<file path="src/rtl/tblf_pkg.sv">
// Shared types and constants for the twin bright line target finder.
// No dependencies; every other file in rtl/ refers to this package by scoped names.
`timescale 1ns / 1ps

package tblf_pkg;

    localparam int FRAME_WIDTH  = 160;
    localparam int FRAME_HEIGHT = 120;

    localparam int COL_W  = 8;
    localparam int ROW_W  = 7;
    localparam int RUN_W  = 8;   // signed row index, -1 means no run
    localparam int THR_W  = 9;
    localparam int MIN_W  = 7;
    localparam int SQ_W   = 18;  // holds 3 * 255^2 and 511^2
    localparam int CH_SQ_W = 16;
    localparam int ADDR_W = 5;
    localparam int DATA_W = 32;

    localparam logic [COL_W-1:0] LAST_COL = COL_W'(FRAME_WIDTH - 1);
    localparam logic [ROW_W-1:0] LAST_ROW = ROW_W'(FRAME_HEIGHT - 1);
    localparam logic [RUN_W-1:0] NO_RUN   = '1;

    // register indexes (byte address / 4)
    localparam logic [2:0] REG_THRESH   = 3'd0;
    localparam logic [2:0] REG_MIN_RUN  = 3'd1;
    localparam logic [2:0] REG_LINE_MAX = 3'd2;
    localparam logic [2:0] REG_GAP_MIN  = 3'd3;
    localparam logic [2:0] REG_GAP_MAX  = 3'd4;

    localparam logic [THR_W-1:0] THRESH_RST   = 9'd250;
    localparam logic [MIN_W-1:0] MIN_RUN_RST  = 7'd20;
    localparam logic [COL_W-1:0] LINE_MAX_RST = 8'd5;
    localparam logic [COL_W-1:0] GAP_MIN_RST  = 8'd10;
    localparam logic [COL_W-1:0] GAP_MAX_RST  = 8'd60;

    typedef struct packed {
        logic [7:0] blue;
        logic [7:0] green;
        logic [7:0] red;
        logic       frame_start;
    } t_pix_in;

    typedef struct packed {
        logic             bright_pixel;
        logic             frame_done;
        logic             target_found;
        logic [COL_W-1:0] box_left;
        logic [COL_W-1:0] box_right;
        logic [ROW_W-1:0] box_top;
        logic [ROW_W-1:0] box_bottom;
    } t_pix_out;

    typedef struct packed {
        logic [THR_W-1:0] brightness_threshold;
        logic [MIN_W-1:0] min_run_rows;
        logic [COL_W-1:0] line_width_max;
        logic [COL_W-1:0] gap_width_min;
        logic [COL_W-1:0] gap_width_max;
    } t_cfg;

    typedef enum logic [4:0] {
        SC_LEFT  = 5'b00001,
        SC_GAP   = 5'b00010,
        SC_RIGHT = 5'b00100,
        SC_END   = 5'b01000,
        SC_DONE  = 5'b10000
    } t_scan_state;

endpackage

</file>
<file path="src/rtl/tblf_bright.sv">
// Brightness datapath: input register, channel squares, threshold compare.
// Depends on tblf_pkg.
`timescale 1ns / 1ps

module tblf_bright (
    input  logic                       i_clk,
    input  logic                       i_ld1,
    input  logic                       i_ld2,
    input  logic                       i_ld3,
    input  tblf_pkg::t_pix_in          i_pix,
    input  logic [tblf_pkg::SQ_W-1:0]  i_thr_sq,
    output logic                       o_lit,
    output logic                       o_frame_start
);

    tblf_pkg::t_pix_in                r_pix;
    logic [tblf_pkg::CH_SQ_W-1:0]     r_sq_b;
    logic [tblf_pkg::CH_SQ_W-1:0]     r_sq_g;
    logic [tblf_pkg::CH_SQ_W-1:0]     r_sq_r;
    logic                             r_fs2;
    logic                             r_lit3;
    logic                             r_fs3;
    logic [tblf_pkg::SQ_W-1:0]        sum_sq;

    assign sum_sq = tblf_pkg::SQ_W'(r_sq_b) + tblf_pkg::SQ_W'(r_sq_g)
                  + tblf_pkg::SQ_W'(r_sq_r);

    always_ff @(posedge i_clk) begin
        if (i_ld1) begin
            r_pix <= i_pix;
        end
        if (i_ld2) begin
            r_sq_b <= tblf_pkg::CH_SQ_W'(r_pix.blue)  * tblf_pkg::CH_SQ_W'(r_pix.blue);
            r_sq_g <= tblf_pkg::CH_SQ_W'(r_pix.green) * tblf_pkg::CH_SQ_W'(r_pix.green);
            r_sq_r <= tblf_pkg::CH_SQ_W'(r_pix.red)   * tblf_pkg::CH_SQ_W'(r_pix.red);
            r_fs2  <= r_pix.frame_start;
        end
        if (i_ld3) begin
            r_lit3 <= (sum_sq > i_thr_sq);
            r_fs3  <= r_fs2;
        end
    end

    assign o_lit         = r_lit3;
    assign o_frame_start = r_fs3;

endmodule

</file>
<file path="src/rtl/tblf_scan.sv">
// Row scanner, run tracker and bounding box for one pixel per step.
// Depends on tblf_pkg.
`timescale 1ns / 1ps

module tblf_scan (
    input  logic                i_clk,
    input  logic                i_rst_n,
    input  logic                i_step,
    input  logic                i_lit,
    input  logic                i_frame_start,
    input  tblf_pkg::t_cfg      i_cfg,
    output tblf_pkg::t_pix_out  o_res
);

    logic [tblf_pkg::COL_W-1:0] r_col, n_col;
    logic [tblf_pkg::ROW_W-1:0] r_row, n_row;
    tblf_pkg::t_scan_state      r_state, n_state;
    logic [tblf_pkg::COL_W-1:0] r_ls, n_ls, r_lsp, n_lsp, r_rs, n_rs, r_rsp, n_rsp;
    logic [tblf_pkg::RUN_W-1:0] r_first, n_first, r_last, n_last;
    logic [tblf_pkg::COL_W-1:0] r_bleft, n_bleft, r_bright, n_bright;
    logic [tblf_pkg::ROW_W-1:0] r_btop, n_btop, r_bbot, n_bbot;
    logic                       r_stop, n_stop;

    logic [tblf_pkg::COL_W-1:0] col_e, row_ls, row_lsp, row_rs, row_rsp;
    logic [tblf_pkg::COL_W-1:0] d_left, d_gap, d_right;
    logic [tblf_pkg::ROW_W-1:0] row_e;
    tblf_pkg::t_scan_state      row_state;
    logic [tblf_pkg::RUN_W-1:0] first_e, last_e;
    logic signed [tblf_pkg::RUN_W:0] run_old, run_new, min_s;
    logic                       row_end, frame_end, row_match, found;

    always_comb begin
        // frame start clears counters, run, box and stop flag before the pixel is used
        col_e   = i_frame_start ? '0 : r_col;
        row_e   = i_frame_start ? '0 : r_row;
        first_e = i_frame_start ? tblf_pkg::NO_RUN : r_first;
        last_e  = i_frame_start ? tblf_pkg::NO_RUN : r_last;
        n_bleft  = i_frame_start ? '0 : r_bleft;
        n_bright = i_frame_start ? '0 : r_bright;
        n_btop   = i_frame_start ? '0 : r_btop;
        n_bbot   = i_frame_start ? '0 : r_bbot;
        n_stop   = i_frame_start ? 1'b0 : r_stop;

        row_state = (col_e == '0) ? tblf_pkg::SC_LEFT : r_state;
        row_ls    = (col_e == '0) ? '0 : r_ls;
        row_lsp   = (col_e == '0) ? '0 : r_lsp;
        row_rs    = (col_e == '0) ? '0 : r_rs;
        row_rsp   = (col_e == '0) ? '0 : r_rsp;

        // columns only grow within a row, so these never wrap
        d_left  = col_e - row_ls;
        d_gap   = col_e - row_lsp;
        d_right = col_e - row_rs;

        n_state = row_state;
        n_ls    = row_ls;
        n_lsp   = row_lsp;
        n_rs    = row_rs;
        n_rsp   = row_rsp;

        case (row_state)
            tblf_pkg::SC_LEFT: begin
                if (i_lit) begin
                    n_ls    = col_e;
                    n_state = tblf_pkg::SC_GAP;
                end
            end
            tblf_pkg::SC_GAP: begin
                if (!i_lit) begin
                    if (d_left <= i_cfg.line_width_max) begin
                        n_lsp   = col_e;
                        n_state = tblf_pkg::SC_RIGHT;
                    end else begin
                        n_ls    = '0;
                        n_state = tblf_pkg::SC_LEFT;
                    end
                end
            end
            tblf_pkg::SC_RIGHT: begin
                if (i_lit) begin
                    if (d_gap > i_cfg.gap_width_min && d_gap < i_cfg.gap_width_max) begin
                        n_rs    = col_e;
                        n_state = tblf_pkg::SC_END;
                    end else begin
                        // out-of-range gap: this pixel opens a new left line
                        n_ls    = col_e;
                        n_lsp   = '0;
                        n_state = tblf_pkg::SC_GAP;
                    end
                end
            end
            tblf_pkg::SC_END: begin
                if (!i_lit) begin
                    if (d_right <= i_cfg.line_width_max) begin
                        n_rsp   = col_e;
                        n_state = tblf_pkg::SC_DONE;
                    end else begin
                        n_ls    = '0;
                        n_lsp   = '0;
                        n_rs    = '0;
                        n_state = tblf_pkg::SC_LEFT;
                    end
                end
            end
            default: begin
            end
        endcase

        row_end   = (col_e >= tblf_pkg::LAST_COL);
        frame_end = row_end && (row_e >= tblf_pkg::LAST_ROW);
        row_match = (n_ls != '0) && (n_lsp != '0) && (n_rs != '0) && (n_rsp != '0);
        min_s     = $signed({2'b00, i_cfg.min_run_rows});
        run_old   = $signed({last_e[tblf_pkg::RUN_W-1], last_e})
                  - $signed({first_e[tblf_pkg::RUN_W-1], first_e});

        n_first = first_e;
        n_last  = last_e;
        if (row_end && !n_stop) begin
            if (row_match) begin
                if (first_e[tblf_pkg::RUN_W-1]) begin
                    n_first = {1'b0, row_e};
                    n_btop  = row_e;
                    n_bleft = n_ls;
                end
                n_last   = {1'b0, row_e};
                n_bbot   = row_e;
                n_bright = n_rs;
            end else if (run_old < min_s) begin
                n_first = tblf_pkg::NO_RUN;
                n_last  = '0;
            end else begin
                n_stop = 1'b1;
            end
        end

        run_new = $signed({n_last[tblf_pkg::RUN_W-1], n_last})
                - $signed({n_first[tblf_pkg::RUN_W-1], n_first});
        found   = (run_new >= min_s);

        o_res.bright_pixel = i_lit;
        o_res.frame_done   = frame_end;
        o_res.target_found = frame_end && found;
        o_res.box_left     = frame_end ? n_bleft  : '0;
        o_res.box_right    = frame_end ? n_bright : '0;
        o_res.box_top      = frame_end ? n_btop   : '0;
        o_res.box_bottom   = frame_end ? n_bbot   : '0;

        if (row_end) begin
            n_col = '0;
            n_row = frame_end ? '0 : row_e + 1'b1;
        end else begin
            n_col = col_e + 1'b1;
            n_row = row_e;
        end

        if (frame_end) begin
            n_first  = tblf_pkg::NO_RUN;
            n_last   = tblf_pkg::NO_RUN;
            n_bleft  = '0;
            n_bright = '0;
            n_btop   = '0;
            n_bbot   = '0;
            n_stop   = 1'b0;
        end
    end

    always_ff @(posedge i_clk) begin
        if (!i_rst_n) begin
            r_col    <= '0;
            r_row    <= '0;
            r_state  <= tblf_pkg::SC_LEFT;
            r_ls     <= '0;
            r_lsp    <= '0;
            r_rs     <= '0;
            r_rsp    <= '0;
            r_first  <= tblf_pkg::NO_RUN;
            r_last   <= tblf_pkg::NO_RUN;
            r_bleft  <= '0;
            r_bright <= '0;
            r_btop   <= '0;
            r_bbot   <= '0;
            r_stop   <= 1'b0;
        end else if (i_step) begin
            r_col    <= n_col;
            r_row    <= n_row;
            r_state  <= n_state;
            r_ls     <= n_ls;
            r_lsp    <= n_lsp;
            r_rs     <= n_rs;
            r_rsp    <= n_rsp;
            r_first  <= n_first;
            r_last   <= n_last;
            r_bleft  <= n_bleft;
            r_bright <= n_bright;
            r_btop   <= n_btop;
            r_bbot   <= n_bbot;
            r_stop   <= n_stop;
        end
    end

endmodule

</file>
<file path="src/rtl/twin_bright_line_target_finder.sv">
// Top level: APB register file, pixel pipeline and output register.
// Depends on tblf_pkg, tblf_bright and tblf_scan.
// Pixel path: input register, channel squares, threshold compare, scan, then the output register.
// Throughput: one pixel per cycle; a full stage holds while the next stage is full and stalled.
// Reset (synchronous, active low): pipeline empties, registers return to their defaults,
// counters, row scan, run and box clear.
`timescale 1ns / 1ps

module twin_bright_line_target_finder (
    input  logic                          i_clk,
    input  logic                          i_rst_n,
    input  logic                          i_valid,
    output logic                          o_stall,
    input  tblf_pkg::t_pix_in             i_pix,
    output logic                          o_valid,
    input  logic                          i_stall,
    output tblf_pkg::t_pix_out            o_res,
    input  logic                          psel,
    input  logic                          penable,
    input  logic                          pwrite,
    input  logic [tblf_pkg::ADDR_W-1:0]   paddr,
    input  logic [tblf_pkg::DATA_W-1:0]   pwdata,
    output logic [tblf_pkg::DATA_W-1:0]   prdata,
    output logic                          pready
);

    tblf_pkg::t_cfg              r_cfg;
    logic [tblf_pkg::SQ_W-1:0]   r_thr_sq;
    logic                        r_v1, r_v2, r_v3, r_vo;
    tblf_pkg::t_pix_out          r_out;
    tblf_pkg::t_pix_out          scan_res;
    logic                        adv1, adv2, adv3, adv_o;
    logic                        lit, frame_start;
    logic [2:0]                  reg_idx;

    assign pready  = 1'b1;
    assign reg_idx = paddr[4:2];

    always_ff @(posedge i_clk) begin
        if (!i_rst_n) begin
            r_cfg.brightness_threshold <= tblf_pkg::THRESH_RST;
            r_cfg.min_run_rows         <= tblf_pkg::MIN_RUN_RST;
            r_cfg.line_width_max       <= tblf_pkg::LINE_MAX_RST;
            r_cfg.gap_width_min        <= tblf_pkg::GAP_MIN_RST;
            r_cfg.gap_width_max        <= tblf_pkg::GAP_MAX_RST;
        end else if (psel && penable && pwrite) begin
            case (reg_idx)
                tblf_pkg::REG_THRESH:   r_cfg.brightness_threshold <= pwdata[tblf_pkg::THR_W-1:0];
                tblf_pkg::REG_MIN_RUN:  r_cfg.min_run_rows         <= pwdata[tblf_pkg::MIN_W-1:0];
                tblf_pkg::REG_LINE_MAX: r_cfg.line_width_max       <= pwdata[tblf_pkg::COL_W-1:0];
                tblf_pkg::REG_GAP_MIN:  r_cfg.gap_width_min        <= pwdata[tblf_pkg::COL_W-1:0];
                tblf_pkg::REG_GAP_MAX:  r_cfg.gap_width_max        <= pwdata[tblf_pkg::COL_W-1:0];
                default: begin
                end
            endcase
        end
    end

    always_comb begin
        case (reg_idx)
            tblf_pkg::REG_THRESH:   prdata = tblf_pkg::DATA_W'(r_cfg.brightness_threshold);
            tblf_pkg::REG_MIN_RUN:  prdata = tblf_pkg::DATA_W'(r_cfg.min_run_rows);
            tblf_pkg::REG_LINE_MAX: prdata = tblf_pkg::DATA_W'(r_cfg.line_width_max);
            tblf_pkg::REG_GAP_MIN:  prdata = tblf_pkg::DATA_W'(r_cfg.gap_width_min);
            tblf_pkg::REG_GAP_MAX:  prdata = tblf_pkg::DATA_W'(r_cfg.gap_width_max);
            default:                prdata = '0;
        endcase
    end

    // threshold squared tracks the register in the cycle after it changes
    always_ff @(posedge i_clk) begin
        r_thr_sq <= tblf_pkg::SQ_W'(r_cfg.brightness_threshold)
                  * tblf_pkg::SQ_W'(r_cfg.brightness_threshold);
    end

    // a stage moves when it is empty or the one after it moves
    assign adv_o   = !r_vo || !i_stall;
    assign adv3    = !r_v3 || adv_o;
    assign adv2    = !r_v2 || adv3;
    assign adv1    = !r_v1 || adv2;
    assign o_stall = !adv1;

    always_ff @(posedge i_clk) begin
        if (!i_rst_n) begin
            r_v1 <= 1'b0;
            r_v2 <= 1'b0;
            r_v3 <= 1'b0;
            r_vo <= 1'b0;
        end else begin
            if (adv1)  r_v1 <= i_valid;
            if (adv2)  r_v2 <= r_v1;
            if (adv3)  r_v3 <= r_v2;
            if (adv_o) r_vo <= r_v3;
        end
    end

    tblf_bright u_bright (
        .i_clk         (i_clk),
        .i_ld1         (adv1 && i_valid),
        .i_ld2         (adv2 && r_v1),
        .i_ld3         (adv3 && r_v2),
        .i_pix         (i_pix),
        .i_thr_sq      (r_thr_sq),
        .o_lit         (lit),
        .o_frame_start (frame_start)
    );

    tblf_scan u_scan (
        .i_clk         (i_clk),
        .i_rst_n       (i_rst_n),
        .i_step        (adv_o && r_v3),
        .i_lit         (lit),
        .i_frame_start (frame_start),
        .i_cfg         (r_cfg),
        .o_res         (scan_res)
    );

    always_ff @(posedge i_clk) begin
        if (adv_o && r_v3) begin
            r_out <= scan_res;
        end
    end

    assign o_valid = r_vo;
    assign o_res   = r_out;

    a_stall_only_when_full: assert property (@(posedge i_clk) disable iff (!i_rst_n)
        o_stall |-> (r_v1 && r_v2 && r_v3 && r_vo))
        else $error("input stalled with an empty pipeline stage");

    a_box_zero_off_frame: assert property (@(posedge i_clk) disable iff (!i_rst_n)
        (o_valid && !o_res.frame_done) |-> (!o_res.target_found && o_res.box_left == '0
            && o_res.box_right == '0 && o_res.box_top == '0 && o_res.box_bottom == '0))
        else $error("box fields nonzero on a beat that does not end a frame");

    a_box_rows_ordered: assert property (@(posedge i_clk) disable iff (!i_rst_n)
        (o_valid && o_res.frame_done) |-> (o_res.box_bottom >= o_res.box_top))
        else $error("box bottom row above box top row");

endmodule
</file>
<file path="config.mk">
export PLATFORM = sky130hd
export DESIGN_NAME = twin_bright_line_target_finder
export DESIGN_NICKNAME = d
export VERILOG_FILES = /design/src/rtl/tblf_pkg.sv /design/src/rtl/tblf_bright.sv /design/src/rtl/tblf_scan.sv /design/src/rtl/twin_bright_line_target_finder.sv
export SDC_FILE = /design/constraint.sdc
export NUM_CORES = 1
export LEC_CHECK = 0
export BUFFER_PORTS_ARGS = -buffer_cell sky130_fd_sc_hd__buf_2
export CAP_MARGIN = 5
export CORE_MARGIN = 1.5
export CORE_UTILIZATION = 45
export DETAILED_ROUTE_END_ITERATION = 6
export GPL_TIMING_DRIVEN = 0
export PLACE_DENSITY_LB_ADDON = 0.2
export SYNTH_ARGS = -nofsm -noshare
export SYNTH_HDL_FRONTEND = slang
export SYNTH_SLANG_ARGS = --single-unit
</file>
<file path="constraint.sdc">
create_clock -name i_clk -period 8.83 [get_ports i_clk]
set_input_delay 0.4415 -clock i_clk [delete_from_list [all_inputs] [get_ports i_clk]]
set_output_delay 0.4415 -clock i_clk [all_outputs]
set_load 0.02 [all_outputs]
</file>
### Yosys cells after proc, flatten, opt, wreduce, memory -nomap -nowiden

Index checks and enable logic that the tools add are counted.

* add/subtract/negate cells: 9
* multiply operators: 4
* divide/modulo/power cells: 0
* magnitude comparators: 9
* equal/unequal tests: 8
* shifts and indexed selects: 0
* muxes and demuxes: 76
* bitwise gates (word level): 0
* reductions and logical operators: 35

Operator list (number)
* 8-bit two-way mux: 45
* 7-bit two-way mux: 13
* 8-bit by 8-bit multiplier with 16-bit output: 3
* 9-bit one-hot mux with 5 select lines: 1
* 8-bit one-hot mux with 4 select lines: 1
* 8-bit nonzero test: 4
* 5-bit two-way mux: 6
* 8-bit one-hot mux with 3 select lines: 1
* 8-bit subtractor: 3
* 5-bit one-hot mux with 4 select lines: 1
* 18-bit by 16-bit adder with 18-bit output: 1
* 18-bit greater-than comparator: 1
* 9-bit by 9-bit multiplier with 18-bit output: 1
* 8-bit by 8-bit subtractor with 9-bit output: 2
* 16-bit by 16-bit adder with 17-bit output: 1
* 8-bit <= comparator: 2
* 8-bit one-hot mux with 2 select lines: 1
* 1-bit logical AND: 13
* 2-bit AND reduction: 5
* 9-bit by 8-bit >= comparator with 1-bit output: 1
* 9-bit by 8-bit < comparator with 1-bit output: 1
* 8-bit by 1-bit adder with 8-bit output, second input constant: 1
* 8-bit >= comparator, second input constant: 1
* 8-bit greater-than comparator: 1
* other kinds (17): 31

* bits in registers: 270
* latch bits: 0
* RAM bits: 0
* ROM bits: 0
* bits of input ports: 69
* output and inout bits: 68
* memories: 0

### Depth between registers and ports, before layout

Gate-level depths: netlist (run 1).

* depth after elaboration: 18
* gate-level depth with buffers: 43
* mapped depth without buffers: 39

### By module

A second synthesis (run 1) with hierarchy kept.

* cells, all modules: 2439
* area, all modules: 22083.7 um2

Modules (own cells, without submodules)
* tblf_bright: times used 1, cells an instance 837, area each 8540.7 um2
* tblf_scan: times used 1, cells an instance 1065, area each 8000.2 um2
* twin_bright_line_target_finder: times used 1, cells an instance 537, area each 5542.8 um2

### Least setup slack after synthesis (run 1)

No wires, ideal clock.

* path kind: register -> register
* start point: reg u_bright.r_fs3, in the netlist u_bright.o_frame_start
* end point: reg r_out, in the netlist o_res[30] (data pin)
* library setup time: 269 ps
* arrival: 8228 ps
* setup slack: 333 ps
* stages on the path, launching flop included: 43
* clock period less this slack: 8497 ps
* path through: edfxtp_1 buf_2 nor2b_1 clkbuf_1 inv_1 ha_1 nor4b_4 a22oi_4 clkbuf_1 clkbuf_1 and2_1 ha_1 nor2b_1 o21ai_0 nand2b_1 a21o_1 a21o_1 a21o_1 (+7 left out) mux2_2 a32oi_1 nand4_1 a31oi_2 a2bb2oi_1 o22a_1 ha_1 fa_1 inv_1 ha_1 a21o_1 a21o_1 a21oi_1 nor2b_1 o21ai_0 nand2b_1 a21oi_1 a2111oi_0

RTL lines
* start: declaration: line tblf_bright.sv:22 `logic r_fs3;`
* start signal: assignment: line tblf_bright.sv:40 `r_fs3 <= r_fs2;`
* end signal: assignment: line twin_bright_line_target_finder.sv:120 `r_out <= scan_res;`
* end: declaration: line twin_bright_line_target_finder.sv:30 `tblf_pkg::t_pix_out r_out;`

==> reports/metrics.yaml, run 1 <==
outcome: "complete, no violations"
clk_path_buf_depth: 3
gr-usage-all-layers_pct: 21.7
coreArea_um2: 47500
ys.flop_type: "dfxtp_1"
die_y_um: 222
max_cap_viol_count: 0
htree_num_levels: 2
critPathCaptureType: "flop"
switching_share_pct: 37.1
seqPwrFrac_pct: 26.3
ant_nets: 0
dr.first_iter.drc_count: 957
finalWorstPathRequiredPeriod_ns: 8.39
async_flop_share_pct: 0
whs_ns: 0.0562
max_stage_delay_ns: 0.48
viasPerCell: 5.37
clock_latency_ns: 0.57
critical_path_class: "reg -> reg"
cts_sinks: 266
fp.dieW_um: 222
synth_cell_types: 93
max_freq_ghz: 0.119
cp_data_required_time_ns: 9.13
routed-via-count: 17000
power.internal_mw: 3.66
cts_tree: "built"
worst_pin_slew_ns: 1.27
antenna_found_initial: 0
drv_slew: 0
grt_max_degree: 33
antenna_cells: 0
skew_ns: 0.0206
start_util_pct: 45.4
syn_area_um2: 21600
crit_arrival_ns: 8.68
grt_pass1_vias: 16900
postCtsHoldBufs: 0
clockPowerShare_pct: 25.5
cts_buffers: 35
crit_top_cell: "a21o_1"
setup_viol_count_final: 0
wirelength_mm: 53.0
clockRootBuffer: "clkbuf_16"
switchingPower_mw: 2.16
fin_nets: 2964
vdd_ir_drop_max_v: 0.000213
syn_area_per_cell_um2: 9.16
ys_warn_count: 0
grt_pass1_wl_mm: 86.6
hold_path.class: "in -> reg"
fin_tns_setup_ns: 0
synth-edff-count: 106
syn_inst: 2354
power_frac_comb_pct: 48.2
avgRoutedWirePerCell_um: 16.7
drc_errors: 0
port_buffers: 84
area_delta_synth_final_pct: 14.0
period_share_pct: 95.0
startpoint_type: "flop"
rows: 80
ys_seq_elements: 266
ys_seq_area_share_pct: 29.6
path_clk_slew_ns: 0.06
relSlewSlack_pct: 14.3
crit_slowest_cell: "fa_1"
dieArea_um2: 49200
p_leak_nw: 11.1
power.density_nw_per_um2: 236
gp_congestion: 0.910
dp_hpwl_mm: 41.4
cp_max_fo: 10
hold_viol: 0
grt_overflow: 0
io_pins: 137
dr.pass1.iters: 5
layout-drive-gt1-share_pct: 11.4
[power by group through the flow]
| stage | Sequential, mW | Clock [mW] | Combinational [mW] |
|---|---|---|---|
| 4_1_cts | 1.53 | 1.52 | 2.83 |
| 3_3_place_gp | 1.56 | 0 | 2.73 |
| 6_report | 1.53 | 1.48 | 2.80 |
| 5_1_grt | 1.54 | 1.56 | 3.23 |
| 3_5_place_dp | 1.56 | 0 | 2.80 |
| 2_1_floorplan | 1.53 | 0 | 2.25 |
[critical path, delay by kind of cell, from the launching register on]
| family | cells | cell delay (ns) |
|---|---|---|
| simple gates | 10 | 1.21 |
| fa+ha+maj | 6 | 1.84 |
| buf+inv | 8 | 1.28 |
| flops | 1 | 0.46 |
| compound gates | 17 | 3.21 |
| xor+xnor | 1 | 0.11 |
[cell usage after synthesis, drive strengths merged (13+ instances only)]
master | instances | area share (%)
dfxtp | 160 | 15
xnor2 | 90 | 3.7
edfxtp | 106 | 15
mux2i | 40 | 1.9
a31oi | 13 | 0.41
nor3 | 27 | 0.67
o21bai | 18 | 0.63
ha | 255 | 15
a211oi | 21 | 0.78
or2 | 13 | 0.38
nand3 | 41 | 0.95
nand2b | 27 | 0.78
nand2 | 200 | 3.5
and3 | 23 | 0.67
o21ai | 68 | 1.6
o21a | 16 | 0.56
nand4 | 14 | 0.41
clkbuf | 71 | 1.2
nor2 | 196 | 3.4
inv | 253 | 4.4
o22ai | 13 | 0.44
a22o | 16 | 0.65
fa | 115 | 11
a22oi | 43 | 1.6
buf | 45 | 1.4
a21o | 26 | 0.91
and2 | 82 | 2.4
xor2 | 34 | 1.4
nor2b | 43 | 1.2
a21oi | 157 | 3.6
o2bb2ai | 16 | 0.68
[cells in the final DEF (no fill, tap or decap), types with 36 or more instances in the layout]
master | Yosys | layout
a21oi_1 | 157 | 151
a22oi_1 | 41 | 37
and2_1 | 81 | 81
buf_2 | 14 | 94
buf_4 | 26 | 56
clkbuf_1 | 71 | 69
clkbuf_16 | 0 | 36
dfxtp_1 | 160 | 160
edfxtp_1 | 106 | 106
fa_1 | 115 | 115
ha_1 | 255 | 254
inv_1 | 251 | 251
mux2i_1 | 40 | 40
nand2_1 | 198 | 198
nand3_1 | 41 | 39
nor2_1 | 196 | 195
nor2b_1 | 43 | 42
o21ai_0 | 61 | 60
xnor2_1 | 90 | 89
[metal layers]
metal	up-vias	part of all wire (%)	GRT usage, %
li1	8397	-	-
met2	386	46	35.2
met3	95	4.7	3.06
met4	0	2.9	7.87
met5	-	0	0
met1	8127	47	29.6
[registers in the layout (all words and copies together) (netlist names), 15 cells and up]
name / cells
o_res: 33
u_bright.r_pix: 25
r_thr_sq: 17
r_cfg: 40
u_bright.r_sq_r: 15
u_bright.r_sq_g: 15
u_bright.r_sq_b: 15
[final cells by class]
| type | count | area, um^2 |
|---|---|---|
| well taps | 615 | 769 |
| multi-input cells | 1740 | 14000 |
| fillers | 4415 | 23000 |
| clock buffers | 47 | 1020 |
| repair buffers | 112 | 687 |
| flip-flops and latches | 266 | 6390 |
| plain buffers | 116 | 602 |
| inverters | 254 | 953 |
| clock inverters | 16 | 183 |
[metrics by stage]
step                      power, mW  setup WS (ns)  utilization, %  instance area [um^2]  cells
after floorplan                3.77          0.333               -                 21600   2376
after global placement         4.29          -1.95            48.0                 22800   3075
after detailed placement       4.36          -2.07            48.2                 22900   3078
after CTS                      5.88        0.00736            51.2                 24300   3153
after global routing           6.33       -0.00873            51.7                 24600   3166
final                          5.81          0.444            51.7                 24600   3166
[worst paths after layout]
kind,startpoint,endpoint,slack [ns],cells after the start
hold reg to reg,r_cfg[31],r_thr_sq[0],0.42,0
hold / removal,i_pix[14],u_bright.r_pix[14],0.06,1
setup reg to reg,u_bright.o_frame_start,o_res[30],0.44,42
setup / recovery,u_bright.o_frame_start,o_res[30],0.44,42
[cells by family after synthesis]
| group | count (synthesis) | synth area share, % |
|---|---|---|
| flops | 266 | 29.6 |
| other cells | 2 | 0.0348 |
| compound gates | 478 | 15.0 |
| fa+ha+maj | 370 | 25.5 |
| buf+inv | 370 | 7.01 |
| mux | 47 | 2.22 |
| xor+xnor | 124 | 5.04 |
| simple gates | 697 | 15.6 |
[repair_timing]
item,in CTS,in global routing
buffers inserted,12,13
gates resized for setup,28,38
pin swaps,9,11
endpoints found under the setup margin,1,1
Note: power is estimated with default switching activity, not from simulation.
==> run 2: changes to the inputs <==
==> constraint.sdc (replaced) <==
create_clock -name i_clk -period 6.8 [get_ports i_clk]
set_input_delay 0.34 -clock i_clk [delete_from_list [all_inputs] [get_ports i_clk]]
set_output_delay 0.34 -clock i_clk [all_outputs]
set_load 0.02 [all_outputs]
==> run 2 against run 1 <==
The run now ends with negative setup slack left. Setup slack got worse by 1.6 ns. Routed wire length rose by 1.9%. Critical path depth rose by 2. Sequential power rose by 29%. Combinational power rose by 33%. Critical endpoint unchanged.
==> reports/metrics.yaml, run 2 (synthesized netlist as in run 1, its figures left out) <==
critPathCaptureType: "flop"
port_buffers: 84
clock_latency_ns: 0.55
cts_tree: "built"
layout_setup_ws_ns: -1.14
nFillCells: 4298
vdd_ir_drop_max_v: 0.000365
drv_slew: 0
dp_cells: 3078
drc_errors: 0
max_cap_viol_count: 0
violations: "negative setup slack"
r2r_cells: 44
cts_sinks: 266
worst_pin_slew_ns: 1.29
dr.first_iter.drc_count: 1146
max_freq_ghz: 0.126
grt_max_degree: 37
critical_path_class: "reg -> reg"
grt_pass1_wl_mm: 88.0
antenna_found_initial: 0
die_y_um: 222
hold_path.class: "in -> reg"
power.density_nw_per_um2: 297
max_stage_delay_ns: 0.57
top_register: "r_cfg"
skew_ns: 0.0158
finalNonFillerCells: 3220
viasPerCell: 5.37
dpl_cell_area_um2: 23200
relSlewSlack_pct: 13.1
path_clk_slew_ns: 0.05
grt_overflow: 0
clk_path_buf_depth: 3
layout-drive-gt1-share_pct: 13.6
startpoint_type: "flop"
cp_max_fo: 10
start_util_pct: 45.4
crit_slowest_cell: "fa_2"
setup_viol_count_final: 1
antenna_cells: 0
dieArea_um2: 49200
wirelength_mm: 53.9
dp_hpwl_mm: 41.4
gr-usage-all-layers_pct: 22.0
clockRootBuffer: "clkbuf_16"
period_share_pct: 117
layout_common_cells: "inv_1, ha_1, nand2_1"
min_path_cells: 3
path_buf_inv: 9
rsz0062_at_grt: "yes"
routed-via-count: 17300
io_pins: 137
p_leak_nw: 11.3
largest_register_ffs: 40
area_delta_synth_final_pct: 17.5
htree_num_levels: 2
crit_arrival_ns: 8.21
cp_data_required_time_ns: 7.07
crit_cells: 44
avgRoutedWirePerCell_um: 16.8
finalWorstPathRequiredPeriod_ns: 7.94
crit_family: "compound AO/OA/AOI/OAI gates"
reg2reg_slack_ns: -1.14
coreArea_um2: 47500
post-route-cell-area_um2: 25300
outcome: "finished, violations left"
dr.pass1.iters: 7
ant_nets: 0
fp.dieW_um: 222
rows: 80
gp_congestion: 0.927
grt_pass1_vias: 17500
hold_viol: 0
power_mw: 7.53
final_common_cell: "inv_1"
fin_nets: 3019
cts_buffers: 34
fin_tns_setup_ns: -1.14
run 2: changes by cell type in the layout (fill, tap and decap cells not counted), sizes merged:
cell	previous run	this run
clkinvlp	0	2
bufinv	3	4
dlygate4sd3	0	25
inv	256	255
buf	160	188
clkinv	11	10
run 2: layout make-up:
class | count | area, um^2 | share of cell area [%]
Buffer | 115 | 648 | 2.56
Clock inverter | 17 | 208 | 0.820
Multi-Input combinational cell | 1740 | 14200 | 56.2
Tap cell | 615 | 769 | 3.04
Sequential cell | 266 | 6390 | 25.2
Inverter | 254 | 971 | 3.83
Timing Repair Buffer | 169 | 1200 | 4.75
Clock buffer | 44 | 918 | 3.62
run 2: worst register-to-register path, delay by kind of cell, from the launching register on:
family | cells | cell delay (ns)
simple gates | 10 | 1.21
compound gates | 17 | 2.67
flops | 1 | 0.47
buf+inv | 9 | 1.15
xor+xnor | 1 | 0.19
fa+ha+maj | 7 | 1.97
run 2: worst paths after layout:
check / startpoint / to
setup / recovery: u_bright.o_frame_start / o_res[30]
hold / removal: i_valid / r_v1
setup reg to reg: u_bright.o_frame_start / o_res[30]
hold reg to reg: r_cfg[31] / r_thr_sq[0]
run 2: metal layers:
metal  part of all wire (%)  up-vias  wire [um]  track usage, %
met2                     48      376      25700            38.0
met3                    4.5       91       2440            2.52
met5                      0        -          0               0
li1                       -     8496          -               -
met1                     45     8343      24300            28.8
met4                    2.7        0       1450            6.87
run 2: through the flow:
step                worst slack, ns  hold slack [ns]  util [%]
CTS                           -1.09           0.0308      52.7
floorplan                    -0.395            0.350         -
global route                  -1.47           0.0717      53.3
finish                        -1.14           0.0597      53.3
global placement              -1.98            0.404      48.6
detailed placement            -2.11            0.422      48.8
run 2: where the power goes:
group / leakage [nW] / switching, mW / internal, mW
clock network: 0.544 / 0.729 / 1.11
logic: 8.40 / 2.03 / 1.69
registers: 2.38 / 0.0715 / 1.91
run 2: timing repair:
item                                    in CTS  in global routing
pin swaps                                   30                 44
hold buffers                                25                  0
resized for setup                           30                 31
endpoints found under the setup margin      39                 28
setup buffers                               38                 18
endpoints found under the hold margin       25                  0
gates cloned                                 0                  1
